### config.mk
export PLATFORM = sky130hd
export DESIGN_NAME = seven_segment_display_controller
export DESIGN_NICKNAME = d
export VERILOG_FILES = /design/src/design/ssd_pkg.sv /design/src/design/seven_segment_display_controller.sv /design/src/design/ssd_mem.sv /design/src/design/ssd_ctrl.sv
export VERILOG_INCLUDE_DIRS = /design/src /design/src/design
export SDC_FILE = /design/constraint.sdc
export NUM_CORES = 1
export LEC_CHECK = 0
export BUFFER_PORTS_ARGS = -buffer_cell sky130_fd_sc_hd__buf_2
export CELL_PAD_IN_SITES_DETAIL_PLACEMENT = 0
export CELL_PAD_IN_SITES_GLOBAL_PLACEMENT = 2
export CORE_UTILIZATION = 43
export DETAILED_ROUTE_END_ITERATION = 7
export PLACE_DENSITY_LB_ADDON = 0.25
export SYNTH_ARGS = -nofsm -noshare
export SYNTH_HDL_FRONTEND = slang
export SYNTH_SLANG_ARGS = --single-unit
### constraint.sdc
create_clock -name clk -period 16.4 [get_ports clk]
set_input_delay 0.82 -clock clk [delete_from_list [all_inputs] [get_ports clk]]
set_output_delay 0.82 -clock clk [all_outputs]
set_load 0.03 [all_outputs]
### src/design/assert_macros.svh
// Assertion macros used by the top-level design file.
`ifndef ASSERT_MACROS_SVH
`define ASSERT_MACROS_SVH

// Check a property on every rising clock edge outside reset.
`define ASSERT_CLK(label, prop, msg) \
  label: assert property (@(posedge clk) disable iff (!rst_n) (prop)) else $error(msg);

// Check that a condition never holds on a rising clock edge outside reset.
`define ASSERT_NEVER(label, cond, msg) \
  label: assert property (@(posedge clk) disable iff (!rst_n) !(cond)) else $error(msg);

`endif

### src/design/ssd_pkg.sv
// Types, command codes and segment tables for the seven-segment controller.
package ssd_pkg;

  typedef enum logic [2:0] {
    CMD_SET_SYMBOL = 3'd0,
    CMD_SET_NUMBER = 3'd1,
    CMD_CLEAR      = 3'd2,
    CMD_SET_STATE  = 3'd3,
    CMD_GET_STATE  = 3'd4,
    CMD_SHOW       = 3'd5
  } ssd_cmd_t;

  localparam logic [4:0]  SYMBOL_COUNT = 5'd20;
  // x / 10 == (x * 0xCCCD) >> 19 for every 16-bit x
  localparam logic [15:0] RECIP_TEN    = 16'hCCCD;
  localparam int          RECIP_SHIFT  = 19;
  localparam int          QUOT_W       = 13;

  // One display entry: on/off state and segment pattern a..g
  typedef struct packed {
    logic       on;
    logic [6:0] pattern;
  } ssd_entry_t;

  // Result of one item
  typedef struct packed {
    logic [6:0] segment_levels;
    logic       enable_level;
    logic       state_read;
    logic       error_flag;
  } ssd_result_t;

  function automatic logic [6:0] digit_seg(input logic [3:0] digit);
    logic [6:0] seg;
    case (digit)
      4'd0:    seg = 7'h3F;
      4'd1:    seg = 7'h06;
      4'd2:    seg = 7'h5B;
      4'd3:    seg = 7'h4F;
      4'd4:    seg = 7'h66;
      4'd5:    seg = 7'h6D;
      4'd6:    seg = 7'h7D;
      4'd7:    seg = 7'h07;
      4'd8:    seg = 7'h7F;
      4'd9:    seg = 7'h6F;
      default: seg = 7'h00;
    endcase
    return seg;
  endfunction

  function automatic logic [6:0] letter_seg(input logic [4:0] code);
    logic [6:0] seg;
    case (code)
      5'd0:    seg = 7'h77;
      5'd1:    seg = 7'h7C;
      5'd2:    seg = 7'h39;
      5'd3:    seg = 7'h5E;
      5'd4:    seg = 7'h79;
      5'd5:    seg = 7'h71;
      5'd6:    seg = 7'h3D;
      5'd7:    seg = 7'h76;
      5'd8:    seg = 7'h30;
      5'd9:    seg = 7'h1F;
      5'd10:   seg = 7'h38;
      5'd11:   seg = 7'h37;
      5'd12:   seg = 7'h3F;
      5'd13:   seg = 7'h73;
      5'd14:   seg = 7'h67;
      5'd15:   seg = 7'h70;
      5'd16:   seg = 7'h6D;
      5'd17:   seg = 7'h78;
      5'd18:   seg = 7'h3E;
      5'd19:   seg = 7'h6E;
      default: seg = 7'h00;
    endcase
    return seg;
  endfunction

endpackage

### src/design/seven_segment_display_controller.sv
// Top level of the seven-segment display controller: register port, sequencer, memory, output.
//
//   channel | handshake            | payload
//   --------+----------------------+--------------------------------------------------
//   input   | in_valid / in_ready  | command, display_index, symbol_code, number, state
//   result  | out_valid / out_ready| segment_levels, enable_level, state_read, error
//   config  | psel, penable, pwrite| paddr, pwdata, prdata (polarity_mask at 0x0)
//
// One item at a time. A rejected item goes from acceptance straight to the done state;
// other commands pass the read state first; set number repeats the read state (divide by
// ten) and the digit state (write) for each digit written. The next item is taken once the
// sequencer is back in idle. Reset clears the polarity register and the entry valid bits,
// so all displays read blank and off. A stalled result waits in the output register while
// the next item is taken; the sequencer holds its own result until that register frees up.
module seven_segment_display_controller
  import ssd_pkg::*;
#(
  parameter int NUM_DISPLAYS = 4
) (
  input  logic        clk,
  input  logic        rst_n,
  input  logic        in_valid,
  output logic        in_ready,
  input  logic [2:0]  in_command,
  input  logic [3:0]  in_display_index,
  input  logic [4:0]  in_symbol_code,
  input  logic [15:0] in_number_value,
  input  logic        in_new_state,
  output logic        out_valid,
  input  logic        out_ready,
  output logic [6:0]  out_segment_levels,
  output logic        out_enable_level,
  output logic        out_state_read,
  output logic        out_error_flag,
  input  logic        psel,
  input  logic        penable,
  input  logic        pwrite,
  input  logic [1:0]  paddr,
  input  logic [31:0] pwdata,
  output logic [31:0] prdata,
  output logic        pready
);

`include "assert_macros.svh"

  localparam int AW = (NUM_DISPLAYS > 1) ? $clog2(NUM_DISPLAYS) : 1;

  logic [3:0]    polarity_r;
  logic [AW-1:0] mem_raddr;
  ssd_entry_t    mem_rdata;
  logic          mem_we;
  logic [AW-1:0] mem_waddr;
  ssd_entry_t    mem_wdata;
  logic          res_valid;
  logic          res_take;
  ssd_result_t   res;
  logic          out_valid_r;
  ssd_result_t   out_r;

  // Single register: decode every write to it
  assign pready = 1'b1;
  assign prdata = {28'd0, polarity_r};

  always_ff @(posedge clk) begin
    if (!rst_n) begin
      polarity_r <= '0;
    end else if (psel && penable && pwrite && pready && (paddr == 2'd0)) begin
      polarity_r <= pwdata[3:0];
    end
  end

  ssd_ctrl #(
    .NUM_DISPLAYS (NUM_DISPLAYS),
    .AW           (AW)
  ) u_ctrl (
    .clk              (clk),
    .rst_n            (rst_n),
    .in_valid         (in_valid),
    .in_ready         (in_ready),
    .in_command       (in_command),
    .in_display_index (in_display_index),
    .in_symbol_code   (in_symbol_code),
    .in_number_value  (in_number_value),
    .in_new_state     (in_new_state),
    .polarity_mask    (polarity_r),
    .mem_raddr        (mem_raddr),
    .mem_rdata        (mem_rdata),
    .mem_we           (mem_we),
    .mem_waddr        (mem_waddr),
    .mem_wdata        (mem_wdata),
    .res_valid        (res_valid),
    .res_take         (res_take),
    .res              (res)
  );

  ssd_mem #(
    .DEPTH (NUM_DISPLAYS),
    .AW    (AW)
  ) u_mem (
    .clk   (clk),
    .rst_n (rst_n),
    .we    (mem_we),
    .waddr (mem_waddr),
    .wdata (mem_wdata),
    .raddr (mem_raddr),
    .rdata (mem_rdata)
  );

  // Load the output register when it is empty or being drained
  assign res_take = res_valid && (!out_valid_r || out_ready);

  always_ff @(posedge clk) begin
    if (!rst_n) begin
      out_valid_r <= 1'b0;
    end else if (res_take) begin
      out_valid_r <= 1'b1;
    end else if (out_ready) begin
      out_valid_r <= 1'b0;
    end
  end

  always_ff @(posedge clk) begin
    if (res_take) begin
      out_r <= res;
    end
  end

  assign out_valid          = out_valid_r;
  assign out_segment_levels = out_r.segment_levels;
  assign out_enable_level   = out_r.enable_level;
  assign out_state_read     = out_r.state_read;
  assign out_error_flag     = out_r.error_flag;

  `ASSERT_CLK(a_one_item_at_a_time, (in_valid && in_ready) |=> !in_ready,
              "input accepted while an item is in progress")
  `ASSERT_NEVER(a_write_in_range, mem_we && (32'(mem_waddr) >= NUM_DISPLAYS),
                "entry write beyond the last display")
  `ASSERT_CLK(a_error_result_clean,
              (out_valid && out_error_flag) |->
              (out_segment_levels == 7'd0 && !out_enable_level && !out_state_read),
              "rejected item carries nonzero result fields")

endmodule

### src/design/ssd_mem.sv
// Display entry memory: one write port, one registered read port, per-entry valid bits.
module ssd_mem
  import ssd_pkg::*;
#(
  parameter int DEPTH = 4,
  parameter int AW    = 2
) (
  input  logic          clk,
  input  logic          rst_n,
  input  logic          we,
  input  logic [AW-1:0] waddr,
  input  ssd_entry_t    wdata,
  input  logic [AW-1:0] raddr,
  output ssd_entry_t    rdata
);

  ssd_entry_t       mem_r [DEPTH];
  logic [DEPTH-1:0] valid_r;
  ssd_entry_t       rd_data_r;
  logic             rd_valid_r;

  // Mark written entries; unwritten ones read as blank and off
  always_ff @(posedge clk) begin
    if (!rst_n) begin
      valid_r <= '0;
    end else if (we) begin
      valid_r[waddr] <= 1'b1;
    end
  end

  // Write the array
  always_ff @(posedge clk) begin
    if (we) begin
      mem_r[waddr] <= wdata;
    end
  end

  // Register the read data
  always_ff @(posedge clk) begin
    rd_data_r  <= mem_r[raddr];
    rd_valid_r <= valid_r[raddr];
  end

  assign rdata = rd_valid_r ? rd_data_r : '0;

endmodule

### src/design/ssd_ctrl.sv
// Command sequencer: reads an entry and rewrites it or reports it, one digit per pass.
module ssd_ctrl
  import ssd_pkg::*;
#(
  parameter int NUM_DISPLAYS = 4,
  parameter int AW           = 2
) (
  input  logic          clk,
  input  logic          rst_n,
  input  logic          in_valid,
  output logic          in_ready,
  input  logic [2:0]    in_command,
  input  logic [3:0]    in_display_index,
  input  logic [4:0]    in_symbol_code,
  input  logic [15:0]   in_number_value,
  input  logic          in_new_state,
  input  logic [3:0]    polarity_mask,
  output logic [AW-1:0] mem_raddr,
  input  ssd_entry_t    mem_rdata,
  output logic          mem_we,
  output logic [AW-1:0] mem_waddr,
  output ssd_entry_t    mem_wdata,
  output logic          res_valid,
  input  logic          res_take,
  output ssd_result_t   res
);

  localparam logic [AW-1:0] LAST_POS = AW'(NUM_DISPLAYS - 1);

  typedef enum logic [1:0] {S_IDLE, S_READ, S_DIGIT, S_DONE} state_t;

  state_t              state_r, state_nxt;
  logic [2:0]          cmd_r, cmd_nxt;
  logic [AW-1:0]       pos_r, pos_nxt;
  logic [4:0]          sym_r, sym_nxt;
  logic [15:0]         num_r, num_nxt;
  logic                nst_r, nst_nxt;
  logic [QUOT_W-1:0]   quot_r, quot_nxt;
  ssd_result_t         res_r, res_nxt;

  logic                item_err;
  logic [3:0]          pos_wide;
  logic                pol;
  logic [31:0]         product;
  logic [3:0]          rem;

  // Reject bad command, index out of range or symbol out of range
  always_comb begin
    item_err = (in_command > CMD_SHOW) || (in_display_index >= 4'(NUM_DISPLAYS)) ||
               ((in_command == CMD_SET_SYMBOL) && (in_symbol_code >= SYMBOL_COUNT));
  end

  // Polarity of the addressed display; displays past the mask use zero
  assign pos_wide = 4'(pos_r);
  assign pol      = (pos_wide < 4'd4) ? polarity_mask[pos_wide[1:0]] : 1'b0;

  // Divide by ten through the reciprocal; remainder from the registered quotient
  assign product = 32'(num_r) * 32'(RECIP_TEN);
  assign rem     = 4'(num_r - 16'(quot_r) * 16'd10);

  always_comb begin
    state_nxt = state_r;
    cmd_nxt   = cmd_r;
    pos_nxt   = pos_r;
    sym_nxt   = sym_r;
    num_nxt   = num_r;
    nst_nxt   = nst_r;
    quot_nxt  = quot_r;
    res_nxt   = res_r;
    mem_raddr = pos_r;
    mem_we    = 1'b0;
    mem_waddr = pos_r;
    mem_wdata = mem_rdata;

    case (state_r)
      S_IDLE: begin
        // Start the entry read with the item
        mem_raddr = in_display_index[AW-1:0];
        if (in_valid) begin
          cmd_nxt = in_command;
          pos_nxt = in_display_index[AW-1:0];
          sym_nxt = in_symbol_code;
          num_nxt = in_number_value;
          nst_nxt = in_new_state;
          res_nxt = '0;
          if (item_err) begin
            res_nxt.error_flag = 1'b1;
            state_nxt          = S_DONE;
          end else begin
            state_nxt = S_READ;
          end
        end
      end

      S_READ: begin
        state_nxt = S_DONE;
        case (cmd_r)
          CMD_SET_SYMBOL: begin
            mem_we            = 1'b1;
            mem_wdata.pattern = letter_seg(sym_r);
          end
          CMD_SET_NUMBER: begin
            quot_nxt  = QUOT_W'(product >> RECIP_SHIFT);
            state_nxt = S_DIGIT;
          end
          CMD_CLEAR: begin
            mem_we            = 1'b1;
            mem_wdata.pattern = '0;
          end
          CMD_SET_STATE: begin
            mem_we       = 1'b1;
            mem_wdata.on = nst_r;
          end
          CMD_GET_STATE: begin
            res_nxt.state_read = mem_rdata.on;
          end
          CMD_SHOW: begin
            res_nxt.segment_levels = mem_rdata.pattern ^ {7{pol}};
            res_nxt.enable_level   = mem_rdata.on ^ pol;
          end
          default: begin
            res_nxt.error_flag = 1'b1;
          end
        endcase
      end

      S_DIGIT: begin
        // Write one digit, then advance to the next display or finish
        mem_we            = 1'b1;
        mem_wdata.pattern = digit_seg(rem);
        num_nxt           = 16'(quot_r);
        if ((quot_r == '0) || (pos_r == LAST_POS)) begin
          state_nxt = S_DONE;
        end else begin
          pos_nxt   = AW'(pos_r + 1'b1);
          mem_raddr = AW'(pos_r + 1'b1);
          state_nxt = S_READ;
        end
      end

      S_DONE: begin
        // Hold the result until the output register takes it
        if (res_take) begin
          state_nxt = S_IDLE;
        end
      end

      default: begin
        state_nxt = S_IDLE;
      end
    endcase
  end

  always_ff @(posedge clk) begin
    if (!rst_n) begin
      state_r <= S_IDLE;
    end else begin
      state_r <= state_nxt;
    end
    cmd_r  <= cmd_nxt;
    pos_r  <= pos_nxt;
    sym_r  <= sym_nxt;
    num_r  <= num_nxt;
    nst_r  <= nst_nxt;
    quot_r <= quot_nxt;
    res_r  <= res_nxt;
  end

  assign in_ready  = (state_r == S_IDLE);
  assign res_valid = (state_r == S_DONE);
  assign res       = res_r;

endmodule
# After elaboration in Yosys (flattened, before gate mapping)
# Memories as Yosys holds them, arrays and structs flattened. A register that Yosys moved wholly into a read port is not among the register bits.
# Index checks and enable logic that the tools add are counted.
# totals
out_inout_bits	45
input_bits	70
mem_bits_ro	336
register_bits	72
memories	3
mem_bits_rw	32
# op_classes
n_reduce_logical	28
muxes	37
n_mul	2
n_bitwise	3
n_eq_ne	14
addsub	2
n_lt_le_gt_ge	7
# memory_table
name	words	word_bits	read_ports	rd_clocked_by_memory_dff	wr	line_no	text
(name not given)	32	7	1	1	0	ssd_pkg.sv:53	case (code)
(name not given)	16	7	1	0	0	ssd_pkg.sv:35	case (digit)
u_mem.mem_r	4	8	1	1	1	ssd_mem.sv:17	ssd_entry_t mem_r [DEPTH];
# op_table
cell	n
$mul A16 B16 Y32 const B	1
$pmux W16 S2	1
$pmux W7 S2	2
$pmux W10 S2	1
$mux W16	1
$mux W8	2
$mux W1	15
$logic_not A13 Y1	1
$mul A13 B3 Y3 const B	1
$mux W2	6
$mux W10	1
$lt A2 B3 Y1 const B	3
$reduce_and A3 Y1	3
$ne A2 B2 Y1 const B	4
$pmux W2 S2	2
$pmux W2 S4	1
$reduce_and A2 Y1	4
$xor A7 B7 Y7	1
$eq A2 B2 Y1 const B	3
$eq A3 B2 Y1 const B	2
$eq A3 B3 Y1 const B	2
$logic_and A1 B1 Y1	6
$logic_not A3 Y1	2
$reduce_bool A2 Y1	3
20 further kinds	25

# Logic depth before layout (Yosys ltp)
# depth
ltp_word	6
mapped_depth	20
mapped_depth_nobuf	20

# Hierarchy
# From an unflattened synthesis, not the netlist that was laid out.
# unflattened
cells_unflattened	879
hier_area_um2	9979.6
# modules_own_cells
mod	area_per_inst_um2	cells_per_inst	seq_area_each_um2	n_inst
ssd_ctrl	7672.4	743	1681.6	1
ssd_mem	1551.5	72	1221.2	1
seven_segment_display_controller	755.7	64	400.4	1

# Worst setup path after synthesis
# OpenSTA, ideal clock, no wires.
# synth_path
kind	register -> register
start	register u_ctrl.num_r[2]
end	register u_ctrl.quot_r[7] (data pin)
path_stages_with_launch	19
path_buffers	0
t_arrival_ps	5110
path_slack_ps	11022
path_cell_list	edfxtp_1 ha_1 inv_1 fa_1 inv_1 fa_1 fa_1 fa_1 inv_1 fa_1 inv_1 ha_1 nand4_1 or3_1 nor3_1 a21boi_1 a21oi_1 or2_1 o211ai_1
# synth_between
elab_chain_cells	1
# synth_rtl
item	line_no	text
from (decl)	ssd_ctrl.sv:36	logic [15:0] num_r, num_nxt;
from (signal assigned)	ssd_ctrl.sv:163	num_r <= num_nxt;
$mul A16 B16 Y32	ssd_ctrl.sv:58	assign product = 32'(num_r) * 32'(RECIP_TEN);
named net u_ctrl.product[26]	ssd_ctrl.sv:44	logic [31:0] product;
to (signal assigned)	ssd_ctrl.sv:165	quot_r <= quot_nxt;
to (decl)	ssd_ctrl.sv:38	logic [QUOT_W-1:0] quot_r, quot_nxt;
# The timed path passes the listed nets, and every way through them passes these cells.
# A chain may end at the register's enable or synchronous reset.

# Worst setup path after layout
# layout_path
start	register u_ctrl.num_r[7]
end	register u_ctrl.quot_r[7] (data pin)
# Same word-level chain as after synthesis.

==> summary by stage <==
Status
The flow ran to the end, and the final reports show no timing, DRC or antenna violations.

Logic synthesis
Among all flip-flop cells after synthesis, the most frequent one is sky130_fd_sc_hd__edfxtp_1. Yosys printed 0 warnings. For this run, asynchronously set or reset flops after synthesis account for 0%. In this run the cell area of the synthesized design comes to 0.0102 mm². The number of enable flip-flop cells after synthesis is 92.

The distinct cell type count of the synthesized netlist is 61. The share of the Yosys chip area taken by registers is 32.4%. Counting every instance in the synthesized netlist gives 940. The number of synthesized register bits is 119. The per-instance average area after synthesis is 10.8 µm².

Floorplan
The die covers 0.0243 mm². The vertical extent of the die is 156 µm. The initial utilization of the core area, before any placement, comes to 44.5%. 115 I/O pins were placed. The horizontal extent of the die is 156 µm. The floorplan has 55 rows. The placeable core region is 0.0229 mm².

Setup path
The worst-case register-to-register setup slack is 10.27 ns. Of all nets on the critical path, the largest fanout is 5. The worst setup path is captured at a register.

The worst setup path startpoint is u_ctrl.num_r[7]. The data arrival time of the critical path is 6.27 ns. The depth of the worst register-to-register path is 18. The beginning of the worst register-to-register path is u_ctrl.num_r[7]. The reg-to-reg endpoint is u_ctrl.quot_r[7]. At the worst endpoint, the required time is 16.54 ns. The worst setup path is launched from a register.

The capturing instance or port of the critical path is u_ctrl.quot_r[7]. The class of the most critical setup path is register to register.

Timing
Setup repair after global routing left no endpoint under its margin. The total negative slack for setup checks is 0 ns. The final setup violation count is 0. The fmax is 0.163 GHz. Across all setup checks in the final design, the least slack found is 10.27 ns. In the finished design, the share of the clock period the worst path needs comes to 37.4%. The relative max-transition margin is 27.6%. Counting I/O delays and the setup requirement, the final critical path takes 6.13 ns. The final max-slew violation count is 0. The final hold violation count is 0. The setup clock skew after layout is 0.00888 ns.

For the pin with the worst max-slew slack, the measured transition is 1.08 ns.

Clocking
The H-tree generated during clock tree synthesis spans 4 levels. The number of clock buffers added by TritonCTS is 17. Hold repair after CTS inserted 0 buffers.

The clock-pin slew on the worst setup and hold paths is 0.06 ns. After clock tree synthesis, the repair step resized 0 gates. The later pin in the worst-skew pair is clocked with a latency of 0.41 ns.

The post-CTS setup-driven buffer insertion count is 0. The sink count of the clock tree is 119. TritonCTS built the clock tree. The maximum number of buffers from clock root to sink is 2. Clock tree synthesis selected as its root buffer the cell sky130_fd_sc_hd__clkbuf_16.

Finish
The number of nets in the layout is 1306. Measured on the finished design, the core utilization comes to 49.2%. The most frequent standard cell in the layout excluding fill and tap cells is sky130_fd_sc_hd__inv_1. The number of inserted diodes is 0. Compared with the post-synthesis result, the final layout area differs by 10.6%. The ratio of cells with drive above 1 in the final layout is 11.5%. In the layout the commonest cells are 184 x sky130_fd_sc_hd__inv_1, 150 x sky130_fd_sc_hd__ha_1, 92 x sky130_fd_sc_hd__edfxtp_1.

Global route
For met3 alone, demand over resource in global routing was 4.50%. The number of global-route vias before repair came to 6705. For this run the aggregate overflow at the end of global routing stands at 0. Global routing used 20.1% of the available tracks. The number of antenna violations at the first check in global routing is 0.

Entering global routing, the biggest net connects 31 pins. Global routing consumed, on the met1 layer, 28.9% of the routing resources. The met2 track demand over resource is 31.0%. The first-pass GRT wire length is 36500 µm.

In this run the most used layer during global routing was met2.

Placed design
The detailed placer's ending HPWL is 18200 µm. At the end of routability-driven placement, the weighted congestion stood at 0.835. Input and output buffers added on the ports amount to 57. Before CTS, the worst setup slack after placement is 10.31 ns.

Drt
The count of TritonRoute iterations in the first routing pass is 5. The routed length per placed instance is 16.7 µm. The via-per-instance ratio is 4.94. The total wire length is 22300 µm. The DRC violation total after the first TritonRoute iteration is 283. Summing over every cut layer, the via total after detailed routing is 6578. After detailed routing, the number of remaining DRC violations is 0. In this run the remaining antenna-violating nets after routing total 0.

Min path
The worst hold path belongs to the class register to register. The worst hold path was traced through 0 stages.

Flow run
The tool flagged a number of max-cap violations equal to 0.
worst min-delay path by stage:
| stage | slack (ns) | startpoint | end |
|---|---|---|---|
| after floorplan | 0.40 | u_ctrl.res[2] | out_enable_level |
| after global placement | 0.40 | u_ctrl.res[6] | out_segment_levels[3] |
| after detailed placement | 0.40 | u_ctrl.res[6] | out_segment_levels[3] |
| after CTS | 0.42 | u_ctrl.res[9] | out_segment_levels[6] |
| after global routing | 0.42 | u_ctrl.res[9] | out_segment_levels[6] |
| final | 0.42 | u_ctrl.res[9] | out_segment_levels[6] |
per-layer routing:
| metal | vias up | part of all wire (%) |
|---|---|---|
| met5 | - | 0 |
| met4 | 0 | 0.78 |
| met3 | 11 | 5.8 |
| met2 | 180 | 44 |
| met1 | 3133 | 49 |
| li1 | 3254 | - |
critical path: stages (launching register included):
cell and delay (ns):
sky130_fd_sc_hd__edfxtp_1 0.57, sky130_fd_sc_hd__ha_1 0.50, sky130_fd_sc_hd__inv_1 0.08, sky130_fd_sc_hd__fa_1 0.50
sky130_fd_sc_hd__inv_1 0.07, sky130_fd_sc_hd__fa_1 0.53, sky130_fd_sc_hd__fa_1 0.54, sky130_fd_sc_hd__fa_1 0.54
sky130_fd_sc_hd__inv_1 0.05, sky130_fd_sc_hd__fa_1 0.53, sky130_fd_sc_hd__inv_1 0.07, sky130_fd_sc_hd__ha_1 0.35
sky130_fd_sc_hd__nand4_1 0.21, sky130_fd_sc_hd__or3_1 0.45, sky130_fd_sc_hd__nor3_1 0.16, sky130_fd_sc_hd__a21boi_1 0.16
sky130_fd_sc_hd__a21oi_1 0.27, sky130_fd_sc_hd__or2_1 0.17, sky130_fd_sc_hd__o211ai_1 0.12
logic make-up (layout without fill, tap and decap cells):
group	count (synthesis)	count (layout)	synth area share, %
compound gates	133	133	8.42
xor+xnor	27	27	2.32
fa+ha+maj	230	230	34.1
buf+inv	226	278	9.85
flops	119	119	32.4
mux	55	55	5.73
other cells	2	29	0.0736
simple gates	148	148	7.12
area by class of cell:
type / count / area [µm²]
clock buffers: 17 / 425
clock inverters: 15 / 154
fillers: 2158 / 11600
inverters: 185 / 694
multi-input cells: 622 / 5990
flip-flops and latches: 119 / 3300
well taps: 313 / 392
repair buffers: 61 / 315
metrics by stage:
step                cells  hold slack, ns  area [µm²]
floorplan             967           0.400       10300
global placement     1300           0.401       10700
detailed placement   1300           0.405       10700
CTS                  1332           0.416       11300
global route         1332           0.416       11300
finish               1332           0.415       11300
synthesized netlist by cell type (4+ instances only):
library cell | n | area share (%)
sky130_fd_sc_hd__a21o_1 | 6 | 0.44
sky130_fd_sc_hd__a21oi_1 | 42 | 2.1
sky130_fd_sc_hd__a31oi_1 | 4 | 0.25
sky130_fd_sc_hd__a32o_1 | 4 | 0.39
sky130_fd_sc_hd__a32oi_1 | 4 | 0.34
sky130_fd_sc_hd__and2_1 | 13 | 0.80
sky130_fd_sc_hd__buf_4 | 29 | 2.1
sky130_fd_sc_hd__buf_6 | 4 | 0.44
sky130_fd_sc_hd__clkbuf_1 | 5 | 0.18
sky130_fd_sc_hd__dfxtp_1 | 27 | 5.3
sky130_fd_sc_hd__edfxtp_1 | 92 | 27
sky130_fd_sc_hd__fa_1 | 80 | 16
sky130_fd_sc_hd__ha_1 | 150 | 18
sky130_fd_sc_hd__inv_1 | 184 | 6.8
sky130_fd_sc_hd__mux2_2 | 17 | 1.9
sky130_fd_sc_hd__mux2i_1 | 37 | 3.6
sky130_fd_sc_hd__nand2_1 | 46 | 1.7
sky130_fd_sc_hd__nand2b_1 | 5 | 0.31
sky130_fd_sc_hd__nand3_1 | 5 | 0.25
sky130_fd_sc_hd__nand4_1 | 5 | 0.31
sky130_fd_sc_hd__nor2_1 | 34 | 1.3
sky130_fd_sc_hd__nor2b_1 | 18 | 1.1
sky130_fd_sc_hd__nor3_1 | 10 | 0.49
sky130_fd_sc_hd__o21a_1 | 8 | 0.59
sky130_fd_sc_hd__o21ai_0 | 18 | 0.88
sky130_fd_sc_hd__o21ai_1 | 14 | 0.69
sky130_fd_sc_hd__o22ai_1 | 4 | 0.25
sky130_fd_sc_hd__xnor2_1 | 18 | 1.5
sky130_fd_sc_hd__xor2_1 | 9 | 0.77
sequential cells by signal, summed over array words and instances (netlist names), 5 cells and up, named ones only:
| name | count |
|---|---|
| u_mem.mem_r | 32 |
| u_ctrl.num_r | 16 |
| u_ctrl.quot_r | 13 |
| u_ctrl.res | 10 |
| u_mem.rd_data_r | 8 |
| out_segment_levels | 7 |
| u_ctrl.sym_r | 5 |
Power is not shown: default switching activity piles up to over one toggle a cycle in this logic, so the estimate is an artifact.
